==> config.mk <==
export PLATFORM = sky130hd
export DESIGN_NAME = tex_markup_tokenizer_core
export DESIGN_NICKNAME = d
export VERILOG_FILES = /design/src/rtl/tmt_pkg.sv /design/src/rtl/tex_markup_tokenizer_core.sv /design/src/rtl/tmt_lexer.sv /design/src/rtl/tmt_out_fifo.sv
export SDC_FILE = /design/constraint.sdc
export NUM_CORES = 2
export LEC_CHECK = 0
export BUFFER_PORTS_ARGS = -buffer_cell sky130_fd_sc_hd__buf_2
export CORE_AREA = 2 2 414 416
export CTS_BUF_LIST = sky130_fd_sc_hd__clkbuf_2
export CTS_CLUSTER_DIAMETER = 200
export DETAILED_ROUTE_END_ITERATION = 8
export DIE_AREA = 0 0 416 418
export PLACE_DENSITY = 0.53
export SYNTH_ARGS = -nofsm -noshare
export SYNTH_HDL_FRONTEND = slang
export SYNTH_SLANG_ARGS = --single-unit
export TNS_END_PERCENT = 1
==> constraint.sdc <==
create_clock -name clk -period 5.6 [get_ports clk]
set_input_delay 0.28 -clock clk [delete_from_list [all_inputs] [get_ports clk]]
set_output_delay 0.28 -clock clk [all_outputs]
set_load 0.01 [all_outputs]
==> src/rtl/tmt_pkg.sv <==
// shared types, character codes and helpers for the tex markup tokenizer
package tmt_pkg;

    localparam int POS_BITS      = 32;
    localparam int DEPTH_BITS    = 8;
    localparam int FIELD_W       = 32;
    localparam int KIND_W        = 3;
    localparam int OBUF_PTR_BITS = 2;
    localparam int OBUF_DEPTH    = 1 << OBUF_PTR_BITS;
    localparam int OBUF_CNT_W    = OBUF_PTR_BITS + 1;

    typedef logic [POS_BITS-1:0]   pos_t;
    typedef logic [DEPTH_BITS-1:0] depth_t;
    typedef logic [KIND_W-1:0]     kind_t;
    typedef logic [OBUF_CNT_W-1:0] obuf_cnt_t;

    localparam pos_t   POS_MAX   = {POS_BITS{1'b1}};
    localparam depth_t DEPTH_MAX = {DEPTH_BITS{1'b1}};
    localparam depth_t DEPTH_ONE = depth_t'(1);

    // buffer level at which two more results still fit
    localparam obuf_cnt_t OBUF_ROOM_LEVEL = obuf_cnt_t'(OBUF_DEPTH - 2);

    localparam kind_t KIND_TEXT    = 3'd0;
    localparam kind_t KIND_COMMAND = 3'd1;
    localparam kind_t KIND_MATH    = 3'd2;
    localparam kind_t KIND_OPEN    = 3'd3;
    localparam kind_t KIND_CLOSE   = 3'd4;
    localparam kind_t KIND_END     = 3'd5;

    localparam logic [7:0] CH_NUL     = 8'h00;
    localparam logic [7:0] CH_TAB     = 8'h09;
    localparam logic [7:0] CH_NL      = 8'h0A;
    localparam logic [7:0] CH_VT      = 8'h0B;
    localparam logic [7:0] CH_FF      = 8'h0C;
    localparam logic [7:0] CH_CR      = 8'h0D;
    localparam logic [7:0] CH_SPACE   = 8'h20;
    localparam logic [7:0] CH_DOLLAR  = 8'h24;
    localparam logic [7:0] CH_PERCENT = 8'h25;
    localparam logic [7:0] CH_LBRACK  = 8'h5B;
    localparam logic [7:0] CH_BSLASH  = 8'h5C;
    localparam logic [7:0] CH_RBRACK  = 8'h5D;
    localparam logic [7:0] CH_LBRACE  = 8'h7B;
    localparam logic [7:0] CH_RBRACE  = 8'h7D;
    localparam logic [7:0] CH_UPPER_A = 8'h41;
    localparam logic [7:0] CH_UPPER_Z = 8'h5A;
    localparam logic [7:0] CH_LOWER_A = 8'h61;
    localparam logic [7:0] CH_LOWER_Z = 8'h7A;

    typedef enum logic [3:0] {
        MODE_IDLE      = 4'd0,
        MODE_TEXT      = 4'd1,
        MODE_DOLLAR    = 4'd2,
        MODE_BSLASH    = 4'd3,
        MODE_NAME      = 4'd4,
        MODE_OPT       = 4'd5,
        MODE_AFTER_OPT = 4'd6,
        MODE_REQ       = 4'd7,
        MODE_COMMENT   = 4'd8
    } mode_t;

    typedef struct packed {
        kind_t kind;
        pos_t  start;
        pos_t  span;
        pos_t  name_len;
        logic  has_opt;
        pos_t  opt_len;
        logic  has_req;
        pos_t  req_len;
        logic  last;
    } res_t;

    function automatic pos_t sat_inc(pos_t v);
        return (v == POS_MAX) ? v : v + pos_t'(1);
    endfunction

    function automatic logic is_space(logic [7:0] c);
        return (c == CH_SPACE) || (c == CH_TAB) || (c == CH_NL) ||
               (c == CH_VT) || (c == CH_FF) || (c == CH_CR);
    endfunction

    function automatic logic is_letter(logic [7:0] c);
        return ((c >= CH_UPPER_A) && (c <= CH_UPPER_Z)) ||
               ((c >= CH_LOWER_A) && (c <= CH_LOWER_Z));
    endfunction

    function automatic logic [FIELD_W-1:0] to_field(pos_t v);
        logic [63:0] wide;
        wide = 64'(v);
        return wide[FIELD_W-1:0];
    endfunction

endpackage

==> src/rtl/tex_markup_tokenizer_core.sv <==
// top level of the tex markup tokenizer: input stage, lexer and result buffer
//
//  channel | direction | handshake            | beat carries
//  --------+-----------+----------------------+--------------------------------------
//  in      | sink      | in_valid / in_stall   | src_byte, end_marker
//  out     | source    | out_valid / out_stall | token_kind .. last_result descriptor
//
// one source byte per cycle while the result buffer has room; an accepted beat is held in the
// input stage register before the lexer takes it, and its results pass through the buffer registers to out
// throughput is bounded by the four-entry result buffer: a staged byte only
// advances when two free slots remain, so a stalled out side backs up into in
// reset (rst_n low, asynchronous) returns the lexer to idle at position zero
// and empties the buffer; an end beat also returns the lexer to that state
module tex_markup_tokenizer_core (
    input  logic        clk,
    input  logic        rst_n,
    input  logic        in_valid,
    output logic        in_stall,
    input  logic [7:0]  src_byte,
    input  logic        end_marker,
    output logic        out_valid,
    input  logic        out_stall,
    output logic [2:0]  token_kind,
    output logic [31:0] token_start,
    output logic [31:0] token_span,
    output logic [31:0] name_length,
    output logic        has_optional,
    output logic [31:0] optional_length,
    output logic        has_required,
    output logic [31:0] required_length,
    output logic        last_result
);

    // input stage
    logic               stage_valid_reg, stage_valid_next;
    logic [7:0]         stage_byte_reg;
    logic               stage_end_reg;

    logic               accept;
    logic               advance;
    logic               pop;

    tmt_pkg::res_t      res0;
    tmt_pkg::res_t      res1;
    logic [1:0]         res_n;
    logic [1:0]         push_n;
    tmt_pkg::res_t      head;
    tmt_pkg::obuf_cnt_t fifo_count;

    // lexer only steps when the buffer can absorb a double result
    assign advance  = stage_valid_reg && (fifo_count <= tmt_pkg::OBUF_ROOM_LEVEL);
    assign in_stall = stage_valid_reg && !advance;
    assign accept   = in_valid && !in_stall;
    assign pop      = out_valid && !out_stall;
    assign push_n   = advance ? res_n : 2'd0;

    assign stage_valid_next = accept || (stage_valid_reg && !advance);

    always_ff @(posedge clk or negedge rst_n)
    begin
        if (!rst_n)
            stage_valid_reg <= 1'b0;
        else
            stage_valid_reg <= stage_valid_next;
    end

    // payload of the staged beat, no reset needed
    always_ff @(posedge clk)
    begin
        if (accept)
        begin
            stage_byte_reg <= src_byte;
            stage_end_reg  <= end_marker;
        end
    end

    tmt_lexer u_lexer (
        .clk        (clk),
        .rst_n      (rst_n),
        .step       (advance),
        .src_byte   (stage_byte_reg),
        .end_marker (stage_end_reg),
        .res0       (res0),
        .res1       (res1),
        .res_n      (res_n)
    );

    tmt_out_fifo u_out_fifo (
        .clk    (clk),
        .rst_n  (rst_n),
        .push_n (push_n),
        .push0  (res0),
        .push1  (res1),
        .pop    (pop),
        .head   (head),
        .count  (fifo_count)
    );

    // result beat straight from the buffer head
    assign out_valid       = (fifo_count != '0);
    assign token_kind      = head.kind;
    assign token_start     = tmt_pkg::to_field(head.start);
    assign token_span      = tmt_pkg::to_field(head.span);
    assign name_length     = tmt_pkg::to_field(head.name_len);
    assign has_optional    = head.has_opt;
    assign optional_length = tmt_pkg::to_field(head.opt_len);
    assign has_required    = head.has_req;
    assign required_length = tmt_pkg::to_field(head.req_len);
    assign last_result     = head.last;

    // buffer never overfills
    a_fifo_bound: assert property (@(posedge clk) disable iff (!rst_n)
        fifo_count <= tmt_pkg::obuf_cnt_t'(tmt_pkg::OBUF_DEPTH))
        else $error("result buffer overfilled");

    // a new beat lands on a full stage only when the staged one moves on
    a_stage_no_overwrite: assert property (@(posedge clk) disable iff (!rst_n)
        (accept && stage_valid_reg) |-> advance)
        else $error("staged beat overwritten");

    // an end beat always yields results, the last one flagged
    a_end_flagged: assert property (@(posedge clk) disable iff (!rst_n)
        (advance && (stage_end_reg || (stage_byte_reg == tmt_pkg::CH_NUL))) |->
        ((res_n == 2'd1 && res0.last) || (res_n == 2'd2 && res1.last && !res0.last)))
        else $error("end beat without flagged result");

    // buffer level tracks pushes and pops exactly
    a_fifo_count: assert property (@(posedge clk) disable iff (!rst_n)
        1'b1 |=> (fifo_count == $past(fifo_count) + tmt_pkg::obuf_cnt_t'($past(push_n))
                                - tmt_pkg::obuf_cnt_t'($past(pop))))
        else $error("result buffer level mismatch");

endmodule

==> src/rtl/tmt_lexer.sv <==
// lexer state machine: one byte per step, up to two token descriptors
module tmt_lexer (
    input  logic              clk,
    input  logic              rst_n,
    input  logic              step,
    input  logic [7:0]        src_byte,
    input  logic              end_marker,
    output tmt_pkg::res_t     res0,
    output tmt_pkg::res_t     res1,
    output logic [1:0]        res_n
);

    tmt_pkg::mode_t  mode_reg,   mode_next;
    tmt_pkg::pos_t   pos_reg,    pos_next;
    tmt_pkg::pos_t   pstart_reg, pstart_next;
    tmt_pkg::pos_t   nlen_reg,   nlen_next;
    tmt_pkg::depth_t depth_reg,  depth_next;
    logic            hopt_reg,   hopt_next;
    tmt_pkg::pos_t   olen_reg,   olen_next;
    tmt_pkg::pos_t   rlen_reg,   rlen_next;

    logic            is_end;
    tmt_pkg::pos_t   p_inc;
    logic            flush_has;
    tmt_pkg::res_t   flush_res;
    logic            idle_has;
    tmt_pkg::res_t   idle_res;
    tmt_pkg::mode_t  idle_mode;
    tmt_pkg::res_t   end_res;
    tmt_pkg::res_t   cmd_close_res;

    always_ff @(posedge clk or negedge rst_n)
    begin
        if (!rst_n)
        begin
            mode_reg   <= tmt_pkg::MODE_IDLE;
            pos_reg    <= '0;
            pstart_reg <= '0;
            nlen_reg   <= '0;
            depth_reg  <= '0;
            hopt_reg   <= 1'b0;
            olen_reg   <= '0;
            rlen_reg   <= '0;
        end
        else if (step)
        begin
            mode_reg   <= mode_next;
            pos_reg    <= pos_next;
            pstart_reg <= pstart_next;
            nlen_reg   <= nlen_next;
            depth_reg  <= depth_next;
            hopt_reg   <= hopt_next;
            olen_reg   <= olen_next;
            rlen_reg   <= rlen_next;
        end
    end

    assign is_end = end_marker || (src_byte == tmt_pkg::CH_NUL);
    assign p_inc  = tmt_pkg::sat_inc(pos_reg);

    // token still open, closed just before the current byte
    always_comb
    begin
        flush_res       = '0;
        flush_res.start = pstart_reg;
        flush_res.span  = pos_reg - pstart_reg;
        flush_has       = 1'b1;
        unique case (mode_reg)
            tmt_pkg::MODE_TEXT:   flush_res.kind = tmt_pkg::KIND_TEXT;
            tmt_pkg::MODE_DOLLAR: flush_res.kind = tmt_pkg::KIND_MATH;
            tmt_pkg::MODE_BSLASH, tmt_pkg::MODE_NAME, tmt_pkg::MODE_OPT,
            tmt_pkg::MODE_AFTER_OPT, tmt_pkg::MODE_REQ:
            begin
                flush_res.kind     = tmt_pkg::KIND_COMMAND;
                flush_res.name_len = nlen_reg;
                flush_res.has_opt  = hopt_reg;
                flush_res.opt_len  = olen_reg;
                flush_res.has_req  = (mode_reg == tmt_pkg::MODE_REQ);
                flush_res.req_len  = rlen_reg;
            end
            default:              flush_has = 1'b0;
        endcase
    end

    // byte seen between tokens
    always_comb
    begin
        idle_res       = '0;
        idle_res.start = pos_reg;
        idle_res.span  = p_inc - pos_reg;
        idle_has       = 1'b0;
        idle_mode      = tmt_pkg::MODE_IDLE;
        priority if (tmt_pkg::is_space(src_byte))
            idle_mode = tmt_pkg::MODE_IDLE;
        else if (src_byte == tmt_pkg::CH_DOLLAR)
            idle_mode = tmt_pkg::MODE_DOLLAR;
        else if (src_byte == tmt_pkg::CH_BSLASH)
            idle_mode = tmt_pkg::MODE_BSLASH;
        else if (src_byte == tmt_pkg::CH_LBRACE)
        begin
            idle_has      = 1'b1;
            idle_res.kind = tmt_pkg::KIND_OPEN;
        end
        else if (src_byte == tmt_pkg::CH_RBRACE)
        begin
            idle_has      = 1'b1;
            idle_res.kind = tmt_pkg::KIND_CLOSE;
        end
        else if (src_byte == tmt_pkg::CH_PERCENT)
            idle_mode = tmt_pkg::MODE_COMMENT;
        else
            idle_mode = tmt_pkg::MODE_TEXT;
    end

    always_comb
    begin
        end_res       = '0;
        end_res.kind  = tmt_pkg::KIND_END;
        end_res.start = pos_reg;
    end

    always_comb
    begin
        cmd_close_res          = flush_res;
        cmd_close_res.kind     = tmt_pkg::KIND_COMMAND;
        cmd_close_res.span     = p_inc - pstart_reg;
        cmd_close_res.has_req  = 1'b1;
    end

    always_comb
    begin
        logic          first_has;
        logic          second_has;
        logic          act_flush_idle;
        logic          act_idle;
        tmt_pkg::res_t first;
        tmt_pkg::res_t second;

        first_has      = 1'b0;
        second_has     = 1'b0;
        first          = '0;
        second         = '0;
        act_flush_idle = 1'b0;
        act_idle       = 1'b0;

        mode_next   = mode_reg;
        pos_next    = p_inc;
        pstart_next = pstart_reg;
        nlen_next   = nlen_reg;
        depth_next  = depth_reg;
        hopt_next   = hopt_reg;
        olen_next   = olen_reg;
        rlen_next   = rlen_reg;

        if (is_end)
        begin
            first_has   = flush_has;
            first       = flush_res;
            second_has  = 1'b1;
            second      = end_res;
            mode_next   = tmt_pkg::MODE_IDLE;
            pos_next    = '0;
            pstart_next = '0;
            nlen_next   = '0;
            depth_next  = '0;
            hopt_next   = 1'b0;
            olen_next   = '0;
            rlen_next   = '0;
        end
        else
        begin
            unique case (mode_reg)
                tmt_pkg::MODE_COMMENT:
                begin
                    if (src_byte == tmt_pkg::CH_NL)
                        mode_next = tmt_pkg::MODE_IDLE;
                end
                tmt_pkg::MODE_TEXT:
                begin
                    if ((src_byte == tmt_pkg::CH_BSLASH) || (src_byte == tmt_pkg::CH_LBRACE) ||
                        (src_byte == tmt_pkg::CH_RBRACE) || (src_byte == tmt_pkg::CH_PERCENT))
                        act_flush_idle = 1'b1;
                end
                tmt_pkg::MODE_DOLLAR:
                begin
                    if (src_byte == tmt_pkg::CH_DOLLAR)
                    begin
                        first_has  = 1'b1;
                        first      = flush_res;
                        first.span = p_inc - pstart_reg;
                        mode_next  = tmt_pkg::MODE_IDLE;
                    end
                    else
                        act_flush_idle = 1'b1;
                end
                tmt_pkg::MODE_BSLASH:
                begin
                    if (tmt_pkg::is_letter(src_byte))
                    begin
                        mode_next = tmt_pkg::MODE_NAME;
                        nlen_next = tmt_pkg::pos_t'(1);
                    end
                    else
                        act_flush_idle = 1'b1;
                end
                tmt_pkg::MODE_NAME:
                begin
                    priority if (tmt_pkg::is_letter(src_byte))
                        nlen_next = tmt_pkg::sat_inc(nlen_reg);
                    else if (src_byte == tmt_pkg::CH_LBRACK)
                    begin
                        mode_next  = tmt_pkg::MODE_OPT;
                        depth_next = tmt_pkg::DEPTH_ONE;
                        hopt_next  = 1'b1;
                    end
                    else if (src_byte == tmt_pkg::CH_LBRACE)
                    begin
                        mode_next  = tmt_pkg::MODE_REQ;
                        depth_next = tmt_pkg::DEPTH_ONE;
                    end
                    else
                        act_flush_idle = 1'b1;
                end
                tmt_pkg::MODE_OPT:
                begin
                    if ((src_byte == tmt_pkg::CH_RBRACK) && (depth_reg <= tmt_pkg::DEPTH_ONE))
                    begin
                        mode_next  = tmt_pkg::MODE_AFTER_OPT;
                        depth_next = '0;
                    end
                    else
                    begin
                        if (src_byte == tmt_pkg::CH_RBRACK)
                            depth_next = depth_reg - tmt_pkg::DEPTH_ONE;
                        else if ((src_byte == tmt_pkg::CH_LBRACK) &&
                                 (depth_reg != tmt_pkg::DEPTH_MAX))
                            depth_next = depth_reg + tmt_pkg::DEPTH_ONE;
                        olen_next = tmt_pkg::sat_inc(olen_reg);
                    end
                end
                tmt_pkg::MODE_AFTER_OPT:
                begin
                    if (src_byte == tmt_pkg::CH_LBRACE)
                    begin
                        mode_next  = tmt_pkg::MODE_REQ;
                        depth_next = tmt_pkg::DEPTH_ONE;
                    end
                    else
                        act_flush_idle = 1'b1;
                end
                tmt_pkg::MODE_REQ:
                begin
                    if ((src_byte == tmt_pkg::CH_RBRACE) && (depth_reg <= tmt_pkg::DEPTH_ONE))
                    begin
                        first_has  = 1'b1;
                        first      = cmd_close_res;
                        mode_next  = tmt_pkg::MODE_IDLE;
                        nlen_next  = '0;
                        depth_next = '0;
                        hopt_next  = 1'b0;
                        olen_next  = '0;
                        rlen_next  = '0;
                    end
                    else
                    begin
                        if (src_byte == tmt_pkg::CH_RBRACE)
                            depth_next = depth_reg - tmt_pkg::DEPTH_ONE;
                        else if ((src_byte == tmt_pkg::CH_LBRACE) &&
                                 (depth_reg != tmt_pkg::DEPTH_MAX))
                            depth_next = depth_reg + tmt_pkg::DEPTH_ONE;
                        rlen_next = tmt_pkg::sat_inc(rlen_reg);
                    end
                end
                default:
                    act_idle = 1'b1;
            endcase

            if (act_flush_idle || act_idle)
            begin
                mode_next  = idle_mode;
                first_has  = act_flush_idle && flush_has;
                first      = flush_res;
                second_has = idle_has;
                second     = idle_res;
                if (act_flush_idle || !tmt_pkg::is_space(src_byte))
                begin
                    nlen_next  = '0;
                    depth_next = '0;
                    hopt_next  = 1'b0;
                    olen_next  = '0;
                    rlen_next  = '0;
                end
                if (!tmt_pkg::is_space(src_byte))
                    pstart_next = pos_reg;
            end
        end

        // pack into slots, first result ahead of second
        res0      = first_has ? first : second;
        res1      = second;
        res_n     = {1'b0, first_has} + {1'b0, second_has};
        res0.last = (res_n == 2'd1);
        res1.last = 1'b1;
    end

endmodule

==> src/rtl/tmt_out_fifo.sv <==
// four-entry result buffer taking up to two beats per cycle
module tmt_out_fifo (
    input  logic                clk,
    input  logic                rst_n,
    input  logic [1:0]          push_n,
    input  tmt_pkg::res_t       push0,
    input  tmt_pkg::res_t       push1,
    input  logic                pop,
    output tmt_pkg::res_t       head,
    output tmt_pkg::obuf_cnt_t  count
);

    tmt_pkg::res_t                       mem_reg [tmt_pkg::OBUF_DEPTH];
    logic [tmt_pkg::OBUF_PTR_BITS-1:0]   wr_ptr_reg, wr_ptr_next;
    logic [tmt_pkg::OBUF_PTR_BITS-1:0]   rd_ptr_reg, rd_ptr_next;
    tmt_pkg::obuf_cnt_t                  count_reg,  count_next;
    logic [tmt_pkg::OBUF_PTR_BITS-1:0]   wr_ptr_plus1;

    assign wr_ptr_plus1 = wr_ptr_reg + 1'b1;

    always_ff @(posedge clk)
    begin
        if (push_n != 2'd0)
            mem_reg[wr_ptr_reg] <= push0;
        if (push_n == 2'd2)
            mem_reg[wr_ptr_plus1] <= push1;
    end

    always_comb
    begin
        wr_ptr_next = wr_ptr_reg + tmt_pkg::OBUF_PTR_BITS'(push_n);
        rd_ptr_next = rd_ptr_reg + tmt_pkg::OBUF_PTR_BITS'(pop);
        count_next  = count_reg + tmt_pkg::obuf_cnt_t'(push_n)
                                - tmt_pkg::obuf_cnt_t'(pop);
    end

    always_ff @(posedge clk or negedge rst_n)
    begin
        if (!rst_n)
        begin
            wr_ptr_reg <= '0;
            rd_ptr_reg <= '0;
            count_reg  <= '0;
        end
        else
        begin
            wr_ptr_reg <= wr_ptr_next;
            rd_ptr_reg <= rd_ptr_next;
            count_reg  <= count_next;
        end
    end

    assign head  = mem_reg[rd_ptr_reg];
    assign count = count_reg;

endmodule

==> impl_metrics.ini <==
[run_status]
outcome = complete, no violations

[floorplan]
fp.dieW_um = 416
io_pins = 181
fp.dieH_um = 418
placeableCoreArea_um2 = 169000
design.die.area_um2 = 174000
initial_util = 0.259
row_count = 151

[cts]
worst_skew_pair.late_latency_ns = 1.78
post_cts_sizing_count = 0
tritoncts.num_buffers = 228
cts_max_path_buffers = 3
postCtsHoldBufs = 37
clock_sink_count = 854
h_tree_depth = 4
clock_tree_from_tritoncts = yes
clock_tree.root_cell = clkbuf_2
cts.repair_timing.setup_buffer_count = 0
clk_transition_reported_paths_ns = 0.11

[synthesis]
synth_fa_ha_area_frac = 0.0324
synth-seq-cells = 854
synth_nets = 4270
share_of_the_synthesized_area_in_the_top_cell_type = 0.190
synth_simple_gate_area_frac = 0.104
synth_mux_area_frac = 0.0881
yosysSeqAreaShare = 0.474
yosys-top-cells-area = edfxtp_1 (19%), dfxtp_1 (18%), dfrtp_1 (10%)
yosys_most_used_dff = dfxtp_1
netlist-cell-type-count = 90
synth_enable_flop_cells = 277
synth_warnings = 0
post_synth_xor_area_fraction = 0.0240
post-synth-top-area-cell = edfxtp_1
synth-compound-area-share = 0.230
postSynthCellCount = 4146
syn-cell-area_um2 = 43800
postSynth.asyncResetShare = 0.212
syn-mean-instance-area_um2 = 10.6
synth_top_family_by_area = compound AO/OA/AOI/OAI gates

[power_and_ir_drop]
net-switching-power_mw = 10.3
p_seq_frac = 0.325
power-per-cell-area_nw_per_um2 = 454
clock_power_share = 0.202
power.switching_fraction = 0.456
p_leak_nw = 19.1
vdd.ir_drop.worst_uv = 391
logic_pwr_share = 0.472
cell_internal_pwr_mw = 12.3

[setup_path]
worst-setup-path-type = flip-flop to flip-flop
timing.critical_path.from_type = flip-flop
cp.required_ns = 7.17
critical_path.max_fanout = 10
cp.arrival_ns = 6.80
endpoint_kind = flip-flop

[timing]
finalCritPeriodShare = 0.935
slew_headroom = 0.137
hold_viol_final = 0
setup-tns-final_ns = 0
max_freq_mhz = 191
finalWorstPathRequiredPeriod_ns = 5.24
fin_worst_skew_ns = 0.178
finalMaxSlewViolations = 0
setup_repair_after_global_routing_missed_its_margin = no
setup-violations-final = 0
tightest_slew_ns = 1.29

[drt]
drt-initial-drc-count = 3434
route.detailed.wl_per_inst_um = 22.7
dr_wl_met2_um = 74200
met3_length_um = 10200
dr_pass1_iterations = 6
viasPerCell = 5.38
met1_wire_length_um = 65600
route.vias.total = 36500
totalWireLength_um = 154000
top_sig_layer = met4
postRouteAntennaNets = 0
drc = 0

[global_route]
grt-ovfl-total = 0
first_global_vias = 35900
antenna_found_initial = 7
global_route_wire_length_before_repair_um = 230000
maximum_number_of_pins_on_one_net_before_global_route_repair = 99
grt_use_total = 0.172

[job]
cap_violations = 0

[place]
port_buffers = 180
dpl.hpwl_um = 98300
gp_routability_congestion = 0.905

[layout]
final_layout_size_suffix_gt1_frac = 0.207
largest_register_ff_count = 664
final_util = 0.294
nets = 4482
area_growth_from_synthesis_to_final_layout_pct = 13.7

[worst_hold_path]
min_path_type = primary input to async pin
[final timing paths]
check / start / endpoint / slack, ns / cells past startpoint
min in group clk: in_valid / stage_byte_reg[5] / 0.35 / 4
min: rst_n / u_lexer.pos_reg[31] / 0.21 / 5
max reg2reg: u_lexer.pos_reg[0] / u_out_fifo.mem_reg[2][123] / 0.36 / 18
max: u_lexer.pos_reg[0] / u_out_fifo.mem_reg[2][123] / 0.36 / 18
max in group asynchronous: rst_n / u_lexer.olen_reg[25] / 4.05 / 6
min reg2reg: u_out_fifo.mem_reg[0][33] / u_out_fifo.mem_reg[0][33] / 0.46 / 2
[kinds of logic after synthesis]
kind of cell    after synthesis
buf+inv                     492
mux                         177
flops                       854
compound gates             1467
simple gates                925
fa+ha+maj                   111
xor+xnor                    120
[cells in the mapped netlist, drive strengths merged (10+ instances only)]
master	count
a22o	443
dfxtp	396
o21ai	395
clkbuf	284
edfxtp	277
nand2	253
nand3	225
dfrtp	181
a21oi	177
nor2	167
mux4	166
o22ai	140
ha	107
buf	103
inv	103
xnor2	76
a21o	58
a31oi	54
nor3	52
nand4	48
xor2	44
and3	36
o31ai	24
or3	23
and2	21
nor2b	21
a211oi	18
nand2b	18
o211ai	16
a22oi	15
nor4	15
o21a	14
o21bai	14
a32o	13
or2	12
and4	10
[area by class of cell]
type / count / area (um2)
multi-input cells: 2800 / 21100
clock inverters: 87 / 435
fillers: 17600 / 119000
inverters: 103 / 390
repair buffers: 371 / 2570
diodes: 11 / 27.5
well taps: 2218 / 2780
flip-flops and latches: 854 / 20800
clock buffers: 340 / 1700
[stage by stage]
| stage | instance area (um2) | total power, mW | std cells | hold WS (ns) | setup slack, ns |
|---|---|---|---|---|---|
| 2_1_floorplan | 43800 | 13.9 | 4146 | -0.0156 | 0.0451 |
| 3_3_place_gp | 47200 | 18.1 | 6309 | 0.325 | 0.507 |
| 3_5_place_dp | 47200 | 18.1 | 6309 | 0.331 | 0.489 |
| 4_1_cts | 49800 | 22.8 | 6773 | 0.0154 | 0.400 |
| 5_1_grt | 49800 | 23.8 | 6783 | 0.0187 | 0.0898 |
| 6_report | 49800 | 22.6 | 6784 | 0.208 | 0.364 |
[critical path, cell delays in order, from the launching register on]
cell and delay [ns]:
dfrtp_1 0.56, ha_1 0.33, nand2_1 0.17, nor2_1 0.16, buf_4 0.21, and3_1 0.36
xnor2_1 0.14, ha_1 0.26, a2111oi_2 0.35, o21ai_0 0.25, a21o_1 0.28, a311o_1 0.38
a31oi_1 0.30, o21ai_0 0.19, a31oi_1 0.23, buf_4 0.16, mux2i_1 0.37, nor2_1 0.08
o32ai_1 0.28
[per-layer routing]
metal,up-vias,GRT usage
met2,1447,0.286
li1,16500,-
met1,18300,0.221
met5,-,0
met4,0,0.0578
met3,255,0.0349
[power groups by stage]
stage               registers (mW)  clock network (mW)  logic [mW]
floorplan                     7.28                   0        6.66
global placement              7.47                   0        10.6
detailed placement            7.49                   0        10.6
CTS                           7.35                4.75        10.6
global route                  7.41                5.06        11.3
finish                        7.35                4.57        10.7
[placed cells by master (no fill, tap or decap), types with 21 or more instances in the layout]
master and instances:
o31ai_1 24, or3_1 21, xnor2_1 76, nor2_1 158, nor2b_1 21, xor2_1 44, edfxtp_1 277, o22ai_1 140
o21ai_0 385, nand2_1 249, nand4_1 48, clkbuf_2 340, clkinv_1 62, dfxtp_1 396, a22o_1 443, dlygate4sd3_1 36
nor3_1 47, nand3_1 225, a21o_1 58, ha_1 107, dfrtp_1 179, buf_4 145, inv_1 98, a31oi_1 52
a21oi_1 176, and3_1 36, mux4_2 166, buf_2 179
(Power assumes the default switching activity.)
